==> src/hdl/audio_stream_ring_device_macros.svh <==
// Assertion macros shared by the audio stream ring device RTL.
`ifndef AUDIO_STREAM_RING_DEVICE_MACROS_SVH
`define AUDIO_STREAM_RING_DEVICE_MACROS_SVH
`ifndef SYNTH
// Same-cycle implication.
`define ASRD_ASSERT(lbl, clk, rst, ante, cons) \
   lbl: assert property (@(posedge clk) disable iff (rst) (ante) |-> (cons)) \
      else $error("asrd check failed");
// Next-cycle implication.
`define ASRD_ASSERT_NEXT(lbl, clk, rst, ante, cons) \
   lbl: assert property (@(posedge clk) disable iff (rst) (ante) |=> (cons)) \
      else $error("asrd check failed");
`else
`define ASRD_ASSERT(lbl, clk, rst, ante, cons)
`define ASRD_ASSERT_NEXT(lbl, clk, rst, ante, cons)
`endif
`endif

==> src/hdl/asrd_pkg.sv <==
package asrd_pkg;

   localparam int unsigned DEF_BUFFER_BYTES = 65536;
   localparam int unsigned DEF_MAX_DRAIN    = 64;
   localparam int unsigned QUEUE_DEPTH      = 4;

   localparam int unsigned DATA_W = 32;
   localparam int unsigned ADDR_W = 16;
   localparam int unsigned LEN_W  = 7;
   localparam int unsigned IDX_W  = 3;
   localparam int unsigned ACT_W  = 3;
   localparam int unsigned BYTE_W = 8;

   localparam int unsigned NUM_REGS  = 6;
   localparam int unsigned IDX_SIZE  = 3;
   localparam int unsigned IDX_INIT  = 4;
   localparam int unsigned IDX_COUNT = 5;

   typedef enum logic [ACT_W-1:0] {
      ACT_REG_WR = 3'd0,
      ACT_REG_RD = 3'd1,
      ACT_BUF_WR = 3'd2,
      ACT_BUF_RD = 3'd3,
      ACT_DRAIN  = 3'd4
   } action_type;

   // Commands after classification in the front part.
   typedef enum logic [2:0] {
      OP_REG_WR,
      OP_REG_RD,
      OP_ZERO_RD,
      OP_BUF_WR,
      OP_BUF_RD,
      OP_DRAIN
   } op_type;

   typedef struct packed {
      op_type            op;
      logic [IDX_W-1:0]  reg_index;
      logic [ADDR_W-1:0] buf_address;
      logic [DATA_W-1:0] write_data;
      logic [LEN_W-1:0]  drain_length;
   } cmd_type;

endpackage

==> src/hdl/asrd_cmd_fifo.sv <==
module asrd_cmd_fifo #(
   parameter int unsigned DEPTH = asrd_pkg::QUEUE_DEPTH
) (
   input  logic              clock,
   input  logic              reset,
   input  logic              push_valid,
   output logic              push_ready,
   input  asrd_pkg::cmd_type push_cmd,
   output logic              pop_valid,
   input  logic              pop_ready,
   output asrd_pkg::cmd_type pop_cmd
);
   import asrd_pkg::*;

   localparam int unsigned PW = (DEPTH > 1) ? $clog2(DEPTH) : 1;
   localparam int unsigned CW = $clog2(DEPTH + 1);

   cmd_type         entries_ff [DEPTH];
   logic [PW-1:0]   wr_ptr_ff, wr_ptr_in;
   logic [PW-1:0]   rd_ptr_ff, rd_ptr_in;
   logic [CW-1:0]   fill_ff, fill_in;
   logic            push;
   logic            pop;

   assign push_ready = fill_ff != CW'(DEPTH);
   assign pop_valid  = fill_ff != '0;
   assign pop_cmd    = entries_ff[rd_ptr_ff];
   assign push       = push_valid && push_ready;
   assign pop        = pop_valid && pop_ready;

   always_comb begin
      wr_ptr_in = wr_ptr_ff;
      rd_ptr_in = rd_ptr_ff;
      fill_in   = fill_ff;
      if (push) begin
         wr_ptr_in = (wr_ptr_ff == PW'(DEPTH - 1)) ? '0 : wr_ptr_ff + PW'(1);
      end
      if (pop) begin
         rd_ptr_in = (rd_ptr_ff == PW'(DEPTH - 1)) ? '0 : rd_ptr_ff + PW'(1);
      end
      if (push && !pop) begin
         fill_in = fill_ff + CW'(1);
      end else if (pop && !push) begin
         fill_in = fill_ff - CW'(1);
      end
   end

   always_ff @(posedge clock) begin
      if (reset) begin
         wr_ptr_ff <= '0;
         rd_ptr_ff <= '0;
         fill_ff   <= '0;
      end else begin
         wr_ptr_ff <= wr_ptr_in;
         rd_ptr_ff <= rd_ptr_in;
         fill_ff   <= fill_in;
      end
   end

   always_ff @(posedge clock) begin
      if (push) begin
         entries_ff[wr_ptr_ff] <= push_cmd;
      end
   end

endmodule

==> config.mk <==
export PLATFORM = sky130hd
export DESIGN_NAME = asrd_cmd_fifo
export DESIGN_NICKNAME = d
export VERILOG_FILES = /design/src/hdl/audio_stream_ring_device_macros.svh /design/src/hdl/asrd_pkg.sv /design/src/hdl/asrd_cmd_fifo.sv
export SDC_FILE = /design/constraint.sdc
export NUM_CORES = 1
export LEC_CHECK = 0
export ABC_AREA = 0
export BUFFER_PORTS_ARGS = -buffer_cell sky130_fd_sc_hd__buf_2
export CAP_MARGIN = 20
export CORE_UTILIZATION = 35
export DETAILED_ROUTE_END_ITERATION = 8
export SLEW_MARGIN = 5
export SYNTH_ARGS = -nofsm -noshare
export SYNTH_HDL_FRONTEND = slang
export SYNTH_SLANG_ARGS = --single-unit
==> constraint.sdc <==
create_clock -name clock -period 2.7 [get_ports clock]
set_input_delay 0.405 -clock clock [delete_from_list [all_inputs] [get_ports clock]]
set_output_delay 0.405 -clock clock [all_outputs]
set_load 0.03 [all_outputs]
==> results_dict.tcl <==
set metrics [dict create \
    synth.avg_cell_area_sq_um 25.2 \
    wl_per_cell_microns 19.4 \
    fin_ws_ps 303 \
    yosys.area_share.adder_pct 1.03 \
    htreeDepth 1 \
    fmax_mhz 417 \
    ys_types 25 \
    p_per_area_nw_per_um2 994 \
    finalCritPeriodShare_pct 88.8 \
    worst-endpoint-arrival_ps 2850 \
    finalMaxSlewViolations 0 \
    die_y_microns 165 \
    cts_resized 0 \
    dieWidth_microns 165 \
    cp_num_buf_inv 1 \
    dr.pass1.iters 4 \
    grt_pass1_vias 4589 \
    setup_viol 0 \
    synth-edff-count 244 \
    clk_latency_ps 530 \
    synth_compound_area_share_pct 0.378 \
    whs_endpoint "entries_ff[2][0]$_DFFE_PP_" \
    clkSinkCount 253 \
    crit_required_ps 3150 \
    worstMarginPinSlew_ps 538 \
    nets 592 \
    synth_common_cells "edfxtp_1, mux4_2, clkbuf_1, dfxtp_1" \
    cap_violations 0 \
    cts-hold-fix-buffers 0 \
    wl_microns 17000 \
    critPathLaunchType "register" \
    rsz0062_at_grt "false" \
    die_area_sq_um 27100 \
    switching_power_mw 3.20 \
    fin_setup_tns_ps 0 \
    cp-end-kind "register" \
    rr_startpoint "fill_ff[0]$_SDFFE_PP0P_" \
    ys_warn_count 0 \
    p_sw_share_pct 28.4 \
    hold_class "primary input to register" \
    slew_headroom_pct 63.8 \
    cp_max_fo 5 \
    ioPinCount 128 \
    hpwl_microns 10400 \
    clk_path_buf_depth 3 \
    grt_max_degree 36 \
    period_needed_ps 2400 \
    place_ws_ps 322 \
    synthXorXnorAreaFrac_pct 0.189 \
    max_stage_delay_ps 510 \
    gp_congestion 0.725 \
    synth_top_cell_by_area "edfxtp_1" \
    critical-path-top-delay-family "compound AO/OA/AOI/OAI gates" \
    synth_top_family_by_area "multiplexers" \
    internal_power_mw 8.09 \
    synth_mux_area_share_pct 15.2 \
    initial_core_util_pct 35.6 \
    clk_transition_reported_paths_ps 60 \
    r2r-end "fill_ff[2]$_SDFFE_PP0P_" \
    status "finished, final reports clean" \
    finalHoldViolCount 0 \
    core_area_sq_um 26000 \
    yosys.area_share.simple_pct 1.15 \
    hold_depth 1 \
    ir_drop_mv 0.620 \
    clock_skew_ps 11.1 \
    power_frac_seq_pct 43.2 \
    syn-cell-area_sq_um 9260 \
    netlist_top_cells_area "edfxtp_1, mux4_2, dfxtp_1" \
    final_util_pct 43.7 \
    area_growth_syn_to_layout_pct 22.7 \
    drtIter0Drc 312 \
    cp_cell_sequence "o31ai_1, ha_1, inv_1, fa_1, xor2_1, or3_2, a21oi_1" \
    combPwrFrac_pct 23.5 \
    cts_tree "done" \
    vias 4210 \
    postCtsSetupRepairBufs 0 \
    drive_gt1_share_pct 46.4 \
    rows 59 \
    synth_fp_nets 439 \
    port_buffers 127 \
    cts_buffers 28 \
    drc 0 \
    reg2regPathDepth 7 \
    yosys.area.top_type_share_pct 79.1 \
    p_leak_nw 3.82 \
    synth-async-reset-ratio_pct 0 \
    p_clk_share_pct 33.3 \
    ant_nets 0 \
    syn_inst 367 \
    clockRootBuffer "clkbuf_16" \
    antenna_found_initial 3 \
    worstSetupPathType "register to register" \
    slowest_stage "o31ai_1" \
    yosysSeqAreaShare_pct 81.1 \
    yosysMostFrequentCell "edfxtp_1" \
    avgViaCountPerCell 4.80 \
    yosys_register_bits 253 \
    groute.usage.overall_pct 12.8 \
    grt_pass1_wl_microns 25900 \
    synth_flop_cell "edfxtp_1" \
    grt_remaining_overflow 0 \
    timing.reg2reg.setup_slack_ps 300 \
    hp-start "push_cmd[0]" \
]
[sequential cells by signal, indices dropped and copies added, names as in the netlist, named ones only]
register	count
fill_ff	3
entries_ff	244
wr_ptr_ff	2
rd_ptr_ff	2
[kinds of logic after synthesis]
family / Yosys count
compound gates: 5
xor+xnor: 2
fa+ha+maj: 7
buf+inv: 19
flops: 253
mux: 64
simple gates: 17
[metrics by stage]
step	hold WS [ps]	instances	instance area (sq um)	total power [mW]
3_3_place_gp	490	825	10400	7.62
6_report	89.8	877	11400	11.3
4_1_cts	58.2	876	11400	11.5
5_1_grt	61.7	876	11400	11.8
2_1_floorplan	463	367	9260	6.85
3_5_place_dp	515	825	10400	7.69
[metal layers]
metal,part of all wire (%),GRT usage (%),wire [microns],up-vias
met1,41,15.7,6900,2197
li1,-,-,-,1871
met3,6.4,3.64,1100,33
met5,0.076,0,13,-
met4,2.4,3.54,403,2
met2,51,22.0,8610,107
[power by group through the flow]
stage                     clock (mW)  sequential, mW  combinational (mW)
after floorplan                    0            4.92                1.93
after global placement             0            4.93                2.68
after detailed placement           0            4.97                2.73
after CTS                       3.87            4.89                2.74
after global routing            4.01            4.92                2.87
final                           3.76            4.88                2.66
[how the worst max path moves through the flow]
| stage | depth (start not counted) | endpoint | from | slack (ps) |
|---|---|---|---|---|
| after detailed placement | 7 | fill_ff[2]$_SDFFE_PP0P_ | fill_ff[0]$_SDFFE_PP0P_ | 320 |
| after floorplan | 9 | fill_ff[2]$_SDFFE_PP0P_ | fill_ff[0]$_SDFFE_PP0P_ | 410 |
| final | 7 | fill_ff[2]$_SDFFE_PP0P_ | fill_ff[0]$_SDFFE_PP0P_ | 300 |
| after global routing | 7 | fill_ff[2]$_SDFFE_PP0P_ | fill_ff[0]$_SDFFE_PP0P_ | 170 |
| after CTS | 3 | pop_cmd[30] | register | 260 |
| after global placement | 7 | fill_ff[2]$_SDFFE_PP0P_ | fill_ff[0]$_SDFFE_PP0P_ | 410 |
[cells in the final DEF (no fill, tap or decap), drive strengths merged, types with 2 or more instances in the layout]
master and n:
mux2i 3, a21oi 2, edfxtp 244, xor2 2
clkinv 12, mux4 61, inv 3, nor2 3
nand2b 2, and3 4, o31ai 2, buf 139
clkbuf 34, or3 3, dfxtp 9, bufinv 4
ha 6
[cell type report]
| class | count | area, sq um |
|---|---|---|
| fillers | 2253 | 14600 |
| flip-flops and latches | 253 | 7510 |
| multi-input cells | 95 | 1670 |
| repair buffers | 139 | 813 |
| clock buffers | 34 | 744 |
| well taps | 335 | 419 |
| clock inverters | 17 | 185 |
| inverters | 3 | 11.3 |
| diodes | 1 | 2.50 |
Power figures use the tool's default switching activity.
