===== config.mk =====
export PLATFORM = sky130hd
export DESIGN_NAME = asrd_front_flat
export DESIGN_NICKNAME = d
export VERILOG_FILES = /design/src/hdl/audio_stream_ring_device_macros.svh /design/src/hdl/asrd_pkg.sv /design/src/hdl/asrd_if.sv /design/src/hdl/asrd_front.sv /design/src/flat_wrapper.sv
export SDC_FILE = /design/constraint.sdc
export NUM_CORES = 1
export LEC_CHECK = 0
export BUFFER_PORTS_ARGS = -buffer_cell sky130_fd_sc_hd__buf_2
export CAP_MARGIN = 30
export CORE_AREA = 8 8 48 66
export DETAILED_ROUTE_END_ITERATION = 12
export DIE_AREA = 0 0 56 74
export PLACE_DENSITY = 0.87
export SLEW_MARGIN = 25
export SYNTH_ARGS = -nofsm -noshare
export SYNTH_HDL_FRONTEND = slang
export SYNTH_SLANG_ARGS = --single-unit

===== constraint.sdc =====
create_clock -name vclk -period 2.7
set_clock_uncertainty 0.05 [all_clocks]
set_input_delay 0.54 -clock vclk [all_inputs]
set_output_delay 0.54 -clock vclk [all_outputs]
set_load 0.005 [all_outputs]

===== src/hdl/audio_stream_ring_device_macros.svh =====
// Assertion macros shared by the audio stream ring device RTL.
`ifndef AUDIO_STREAM_RING_DEVICE_MACROS_SVH
`define AUDIO_STREAM_RING_DEVICE_MACROS_SVH
`ifndef SYNTH
// Same-cycle implication.
`define ASRD_ASSERT(lbl, clk, rst, ante, cons) \
   lbl: assert property (@(posedge clk) disable iff (rst) (ante) |-> (cons)) \
      else $error("asrd check failed");
// Next-cycle implication.
`define ASRD_ASSERT_NEXT(lbl, clk, rst, ante, cons) \
   lbl: assert property (@(posedge clk) disable iff (rst) (ante) |=> (cons)) \
      else $error("asrd check failed");
`else
`define ASRD_ASSERT(lbl, clk, rst, ante, cons)
`define ASRD_ASSERT_NEXT(lbl, clk, rst, ante, cons)
`endif
`endif


===== src/hdl/asrd_pkg.sv =====
package asrd_pkg;

   localparam int unsigned DEF_BUFFER_BYTES = 65536;
   localparam int unsigned DEF_MAX_DRAIN    = 64;
   localparam int unsigned QUEUE_DEPTH      = 4;

   localparam int unsigned DATA_W = 32;
   localparam int unsigned ADDR_W = 16;
   localparam int unsigned LEN_W  = 7;
   localparam int unsigned IDX_W  = 3;
   localparam int unsigned ACT_W  = 3;
   localparam int unsigned BYTE_W = 8;

   localparam int unsigned NUM_REGS  = 6;
   localparam int unsigned IDX_SIZE  = 3;
   localparam int unsigned IDX_INIT  = 4;
   localparam int unsigned IDX_COUNT = 5;

   typedef enum logic [ACT_W-1:0] {
      ACT_REG_WR = 3'd0,
      ACT_REG_RD = 3'd1,
      ACT_BUF_WR = 3'd2,
      ACT_BUF_RD = 3'd3,
      ACT_DRAIN  = 3'd4
   } action_type;

   // Commands after classification in the front part.
   typedef enum logic [2:0] {
      OP_REG_WR,
      OP_REG_RD,
      OP_ZERO_RD,
      OP_BUF_WR,
      OP_BUF_RD,
      OP_DRAIN
   } op_type;

   typedef struct packed {
      op_type            op;
      logic [IDX_W-1:0]  reg_index;
      logic [ADDR_W-1:0] buf_address;
      logic [DATA_W-1:0] write_data;
      logic [LEN_W-1:0]  drain_length;
   } cmd_type;

endpackage


===== src/hdl/asrd_if.sv =====
interface asrd_req_if;
   import asrd_pkg::*;

   logic              valid;
   logic              ready;
   logic [ACT_W-1:0]  action;
   logic [IDX_W-1:0]  reg_index;
   logic [ADDR_W-1:0] buf_address;
   logic [DATA_W-1:0] write_data;
   logic [LEN_W-1:0]  drain_length;

   modport source (
      output valid, action, reg_index, buf_address, write_data, drain_length,
      input  ready
   );
   modport sink (
      input  valid, action, reg_index, buf_address, write_data, drain_length,
      output ready
   );
endinterface



===== src/hdl/asrd_front.sv =====
module asrd_front #(
   parameter int unsigned BUFFER_BYTES = asrd_pkg::DEF_BUFFER_BYTES,
   parameter int unsigned MAX_DRAIN    = asrd_pkg::DEF_MAX_DRAIN
) (
   asrd_req_if.sink          req_ch,
   output logic              cmd_valid,
   output asrd_pkg::cmd_type cmd,
   input  logic              cmd_ready
);
   import asrd_pkg::*;

   logic keep;
   logic idx_ok;
   logic addr_ok;

   assign idx_ok  = req_ch.reg_index < IDX_W'(NUM_REGS);
   assign addr_ok = 32'(req_ch.buf_address) < 32'(BUFFER_BYTES);

   // Beats that change nothing and return nothing are dropped here.
   always_comb begin
      keep             = 1'b0;
      cmd.op           = OP_ZERO_RD;
      cmd.reg_index    = req_ch.reg_index;
      cmd.buf_address  = req_ch.buf_address;
      cmd.write_data   = req_ch.write_data;
      cmd.drain_length = req_ch.drain_length;
      case (req_ch.action)
         ACT_REG_WR: begin
            keep   = idx_ok;
            cmd.op = OP_REG_WR;
         end
         ACT_REG_RD: begin
            keep   = 1'b1;
            cmd.op = idx_ok ? OP_REG_RD : OP_ZERO_RD;
         end
         ACT_BUF_WR: begin
            keep   = addr_ok;
            cmd.op = OP_BUF_WR;
         end
         ACT_BUF_RD: begin
            keep   = 1'b1;
            cmd.op = addr_ok ? OP_BUF_RD : OP_ZERO_RD;
         end
         ACT_DRAIN: begin
            keep   = req_ch.drain_length != '0;
            cmd.op = OP_DRAIN;
            if (req_ch.drain_length > LEN_W'(MAX_DRAIN)) begin
               cmd.drain_length = LEN_W'(MAX_DRAIN);
            end
         end
         default: begin
            keep = 1'b0;
         end
      endcase
   end

   assign cmd_valid    = req_ch.valid && keep;
   assign req_ch.ready = cmd_ready;

endmodule


===== src/flat_wrapper.sv =====
// flat-port wrapper written by rule: the top's interface ports become plain ports
module asrd_front_flat import asrd_pkg::*;
#(
   parameter int unsigned BUFFER_BYTES = asrd_pkg::DEF_BUFFER_BYTES,
   parameter int unsigned MAX_DRAIN    = asrd_pkg::DEF_MAX_DRAIN
)
  (cmd_valid, cmd, cmd_ready, req_ch_valid, req_ch_action, req_ch_reg_index, req_ch_buf_address, req_ch_write_data, req_ch_drain_length, req_ch_ready);
  asrd_req_if req_ch_i ();
  output logic cmd_valid;
  output asrd_pkg::cmd_type cmd;
  input  logic cmd_ready;
  input wire logic [$bits(req_ch_i.valid)-1:0] req_ch_valid;
  input wire logic [$bits(req_ch_i.action)-1:0] req_ch_action;
  input wire logic [$bits(req_ch_i.reg_index)-1:0] req_ch_reg_index;
  input wire logic [$bits(req_ch_i.buf_address)-1:0] req_ch_buf_address;
  input wire logic [$bits(req_ch_i.write_data)-1:0] req_ch_write_data;
  input wire logic [$bits(req_ch_i.drain_length)-1:0] req_ch_drain_length;
  output wire logic [$bits(req_ch_i.ready)-1:0] req_ch_ready;
  assign req_ch_i.valid = req_ch_valid;
  assign req_ch_i.action = req_ch_action;
  assign req_ch_i.reg_index = req_ch_reg_index;
  assign req_ch_i.buf_address = req_ch_buf_address;
  assign req_ch_i.write_data = req_ch_write_data;
  assign req_ch_i.drain_length = req_ch_drain_length;
  assign req_ch_ready = req_ch_i.ready;
  asrd_front #(.BUFFER_BYTES(BUFFER_BYTES), .MAX_DRAIN(MAX_DRAIN)) u_core (.req_ch(req_ch_i), .cmd_valid(cmd_valid), .cmd(cmd), .cmd_ready(cmd_ready));
endmodule

==> impl_results.md <==
- Max-cap viol count: 0
- Final wirelength: approximately 1.4 mm
- Largest area contributor in the netlist: buf_4
- Setup TNS: 0 ps
- Synth Area in Compound Gates: 0.06467
- Power Dens Cells: 139.5 mW/mm^2
- Ant. Diodes: 0
- 1st-pass router iterations: 2
- DRC Markers: 0
- Final Power: about 43 uW
- Num ports: approximately 130
- Post-Syn Instances: 77
- Drt wl/cell: approximately 19 um
- Multiplexer share of the synthesized area: 0
- Synth Area per Inst: between 7 and 8 um^2
- Antenna violations before repair: 0
- CP endpoint kind: output port
- Fmax: 459.2 MHz
- Synthesized area: 541.8 um^2
- Post-synth top cells: 52 x buf_4, 5 x nor2b_1, 3 x nand2_1
- Tmin final: 2178 ps
- Vias: roughly 350
- CP startpoint: req_ch_drain_length[4]
- Total GRT Usage: 0.05616
- Netlist cell types: 18
- Final count of pins violating max slew: 0
- Post-route clock period utilization: 0.8065
- Synth Area in Simple Gates: 0.1778
- Site Rows: 21
- Die width: ~56 um
- Seq_cells: 0
- Syn-to-layout area delta: -43.42%
- Post-CTS sizing: 0
- Initial DRC Count: 3
- Min Hold Slack: about 1000 ps
- VDD IR-drop max: roughly 0.026 mV
- Top-count cell post-synth: buf_4
- Final hold violations: 0
- Postcts setup bufs: 0
- Total grt overflow: 0
- Share of cells above drive strength 1: 0.5800
- Full die area: ~0.0041 mm^2
- Top-area cell type share of the netlist area: 0.7206
- Pin count of the biggest net entering global routing: 8
- CP required: roughly 2100 ps
- Min-delay worst type: input pin to output port
- DRT antenna net count: 0
- First-pass GRT wire length: 1.863 mm
- Fin nets: between 100 and 150
- Post-Syn Nets: 140
- Fin util: 0.1357
- Top area cells in the synthesized netlist: buf_4 72%, nor2b_1 5.8%, nor4_2 2.3%
- Lkg Pwr: 0.0001613 uW
- Core area: around 0.0023 mm^2
- Non-filler cells, final: 73
- Arrival time worst endpoint: ~1600 ps
- Finish-stage setup viols: 0
- Synth Area in XOR/XNOR: 0.01617
- Setup crit end: cmd_valid
- Synthesis warning total: 0
- Share of the yosys chip area belonging to registers: 0
- Synth Area in Adders: 0
- Initial Util: 0.2398
- FF/Latch Area: 0 um^2
- Dpl hpwl: ~1.2 mm
- Worst Max-Slew Pin Slew: 278.8 ps
- Placed cells: 73
- Gp weighted congestion: ~0.65
- Slew HR: 0.8134
- Outcome: finished, final reports clean
- Post-CTS Hold Buffers: 0
- CLK BUF: 0
- Number of global-route vias before repair: a little under 400
- Die H: about 74 um
- RSZ-0062 raised after global routing: false
- Port bufs: 26
- Startpoint Class: input pin
- Largest family of logic cells by synthesized area: buffers and inverters
- Vias per cell: roughly 4.8
- Worst Path Max Fanout: 2
- Kind of critical path: input pin to output port
per-stage QoR:
| step | setup WS (ps) | cell area, um^2 |
|---|---|---|
| 2_1_floorplan | 823.6 | 541.8 |
| 3_3_place_gp | 466.3 | 306.5 |
| 3_5_place_dp | 460.9 | 306.5 |
| 4_1_cts | 460.6 | 306.5 |
| 5_1_grt | 441.1 | 306.5 |
| 6_report | 522.5 | 306.5 |
cell families after synthesis:
family          count (synthesis)
buf+inv                        55
simple gates                   15
compound gates                  6
xor+xnor                        1
final cells by class:
class	instances	area [um^2]
multi-input combinational	22	140.1
fill	273	1953
tap	23	28.78
inverter	2	7.507
timing repair buffer	26	130.1
power by group:
part / internal [uW] / switching (uW)
sequential: 0 / 0
clock: 0 / 0
combinational: 22.0 / 20.8
critical path: stages:
cell	delay [ps]
buf_2	100
or4_4	530
nor4_2	180
o21ai_1	100
buf_2	140
worst min path at each step:
stage | start | to | depth (start not counted)
after floorplan | req_ch_action[0] | cmd[59] | 1
after global placement | req_ch_write_data[3] | cmd[10] | 0
after detailed placement | req_ch_write_data[3] | cmd[10] | 0
after CTS | req_ch_write_data[3] | cmd[10] | 0
after global routing | req_ch_write_data[11] | cmd[18] | 0
final | req_ch_write_data[11] | cmd[18] | 0
cells in the final DEF (no fill, tap or decap):
master	Yosys	routed
o21ai_1	1	1
o21ai_0	2	2
buf_2	0	26
or4_4	1	1
nor2b_2	1	1
nor2_1	1	1
nor2b_1	5	5
nand3_1	1	1
a31oi_1	1	1
nand4_1	1	1
nand2_1	3	3
nor4_2	1	1
a21oi_1	1	1
xnor2_1	1	1
o311ai_0	1	1
and3_1	1	1
inv_1	2	2
layer usage:
metal	share of wire	global-route usage
met5	0	0
met4	0.20	0.1126
met3	0.18	0.02218
met2	0.37	0.09023
met1	0.25	0.03235
Power figures use the tool's default switching activity.
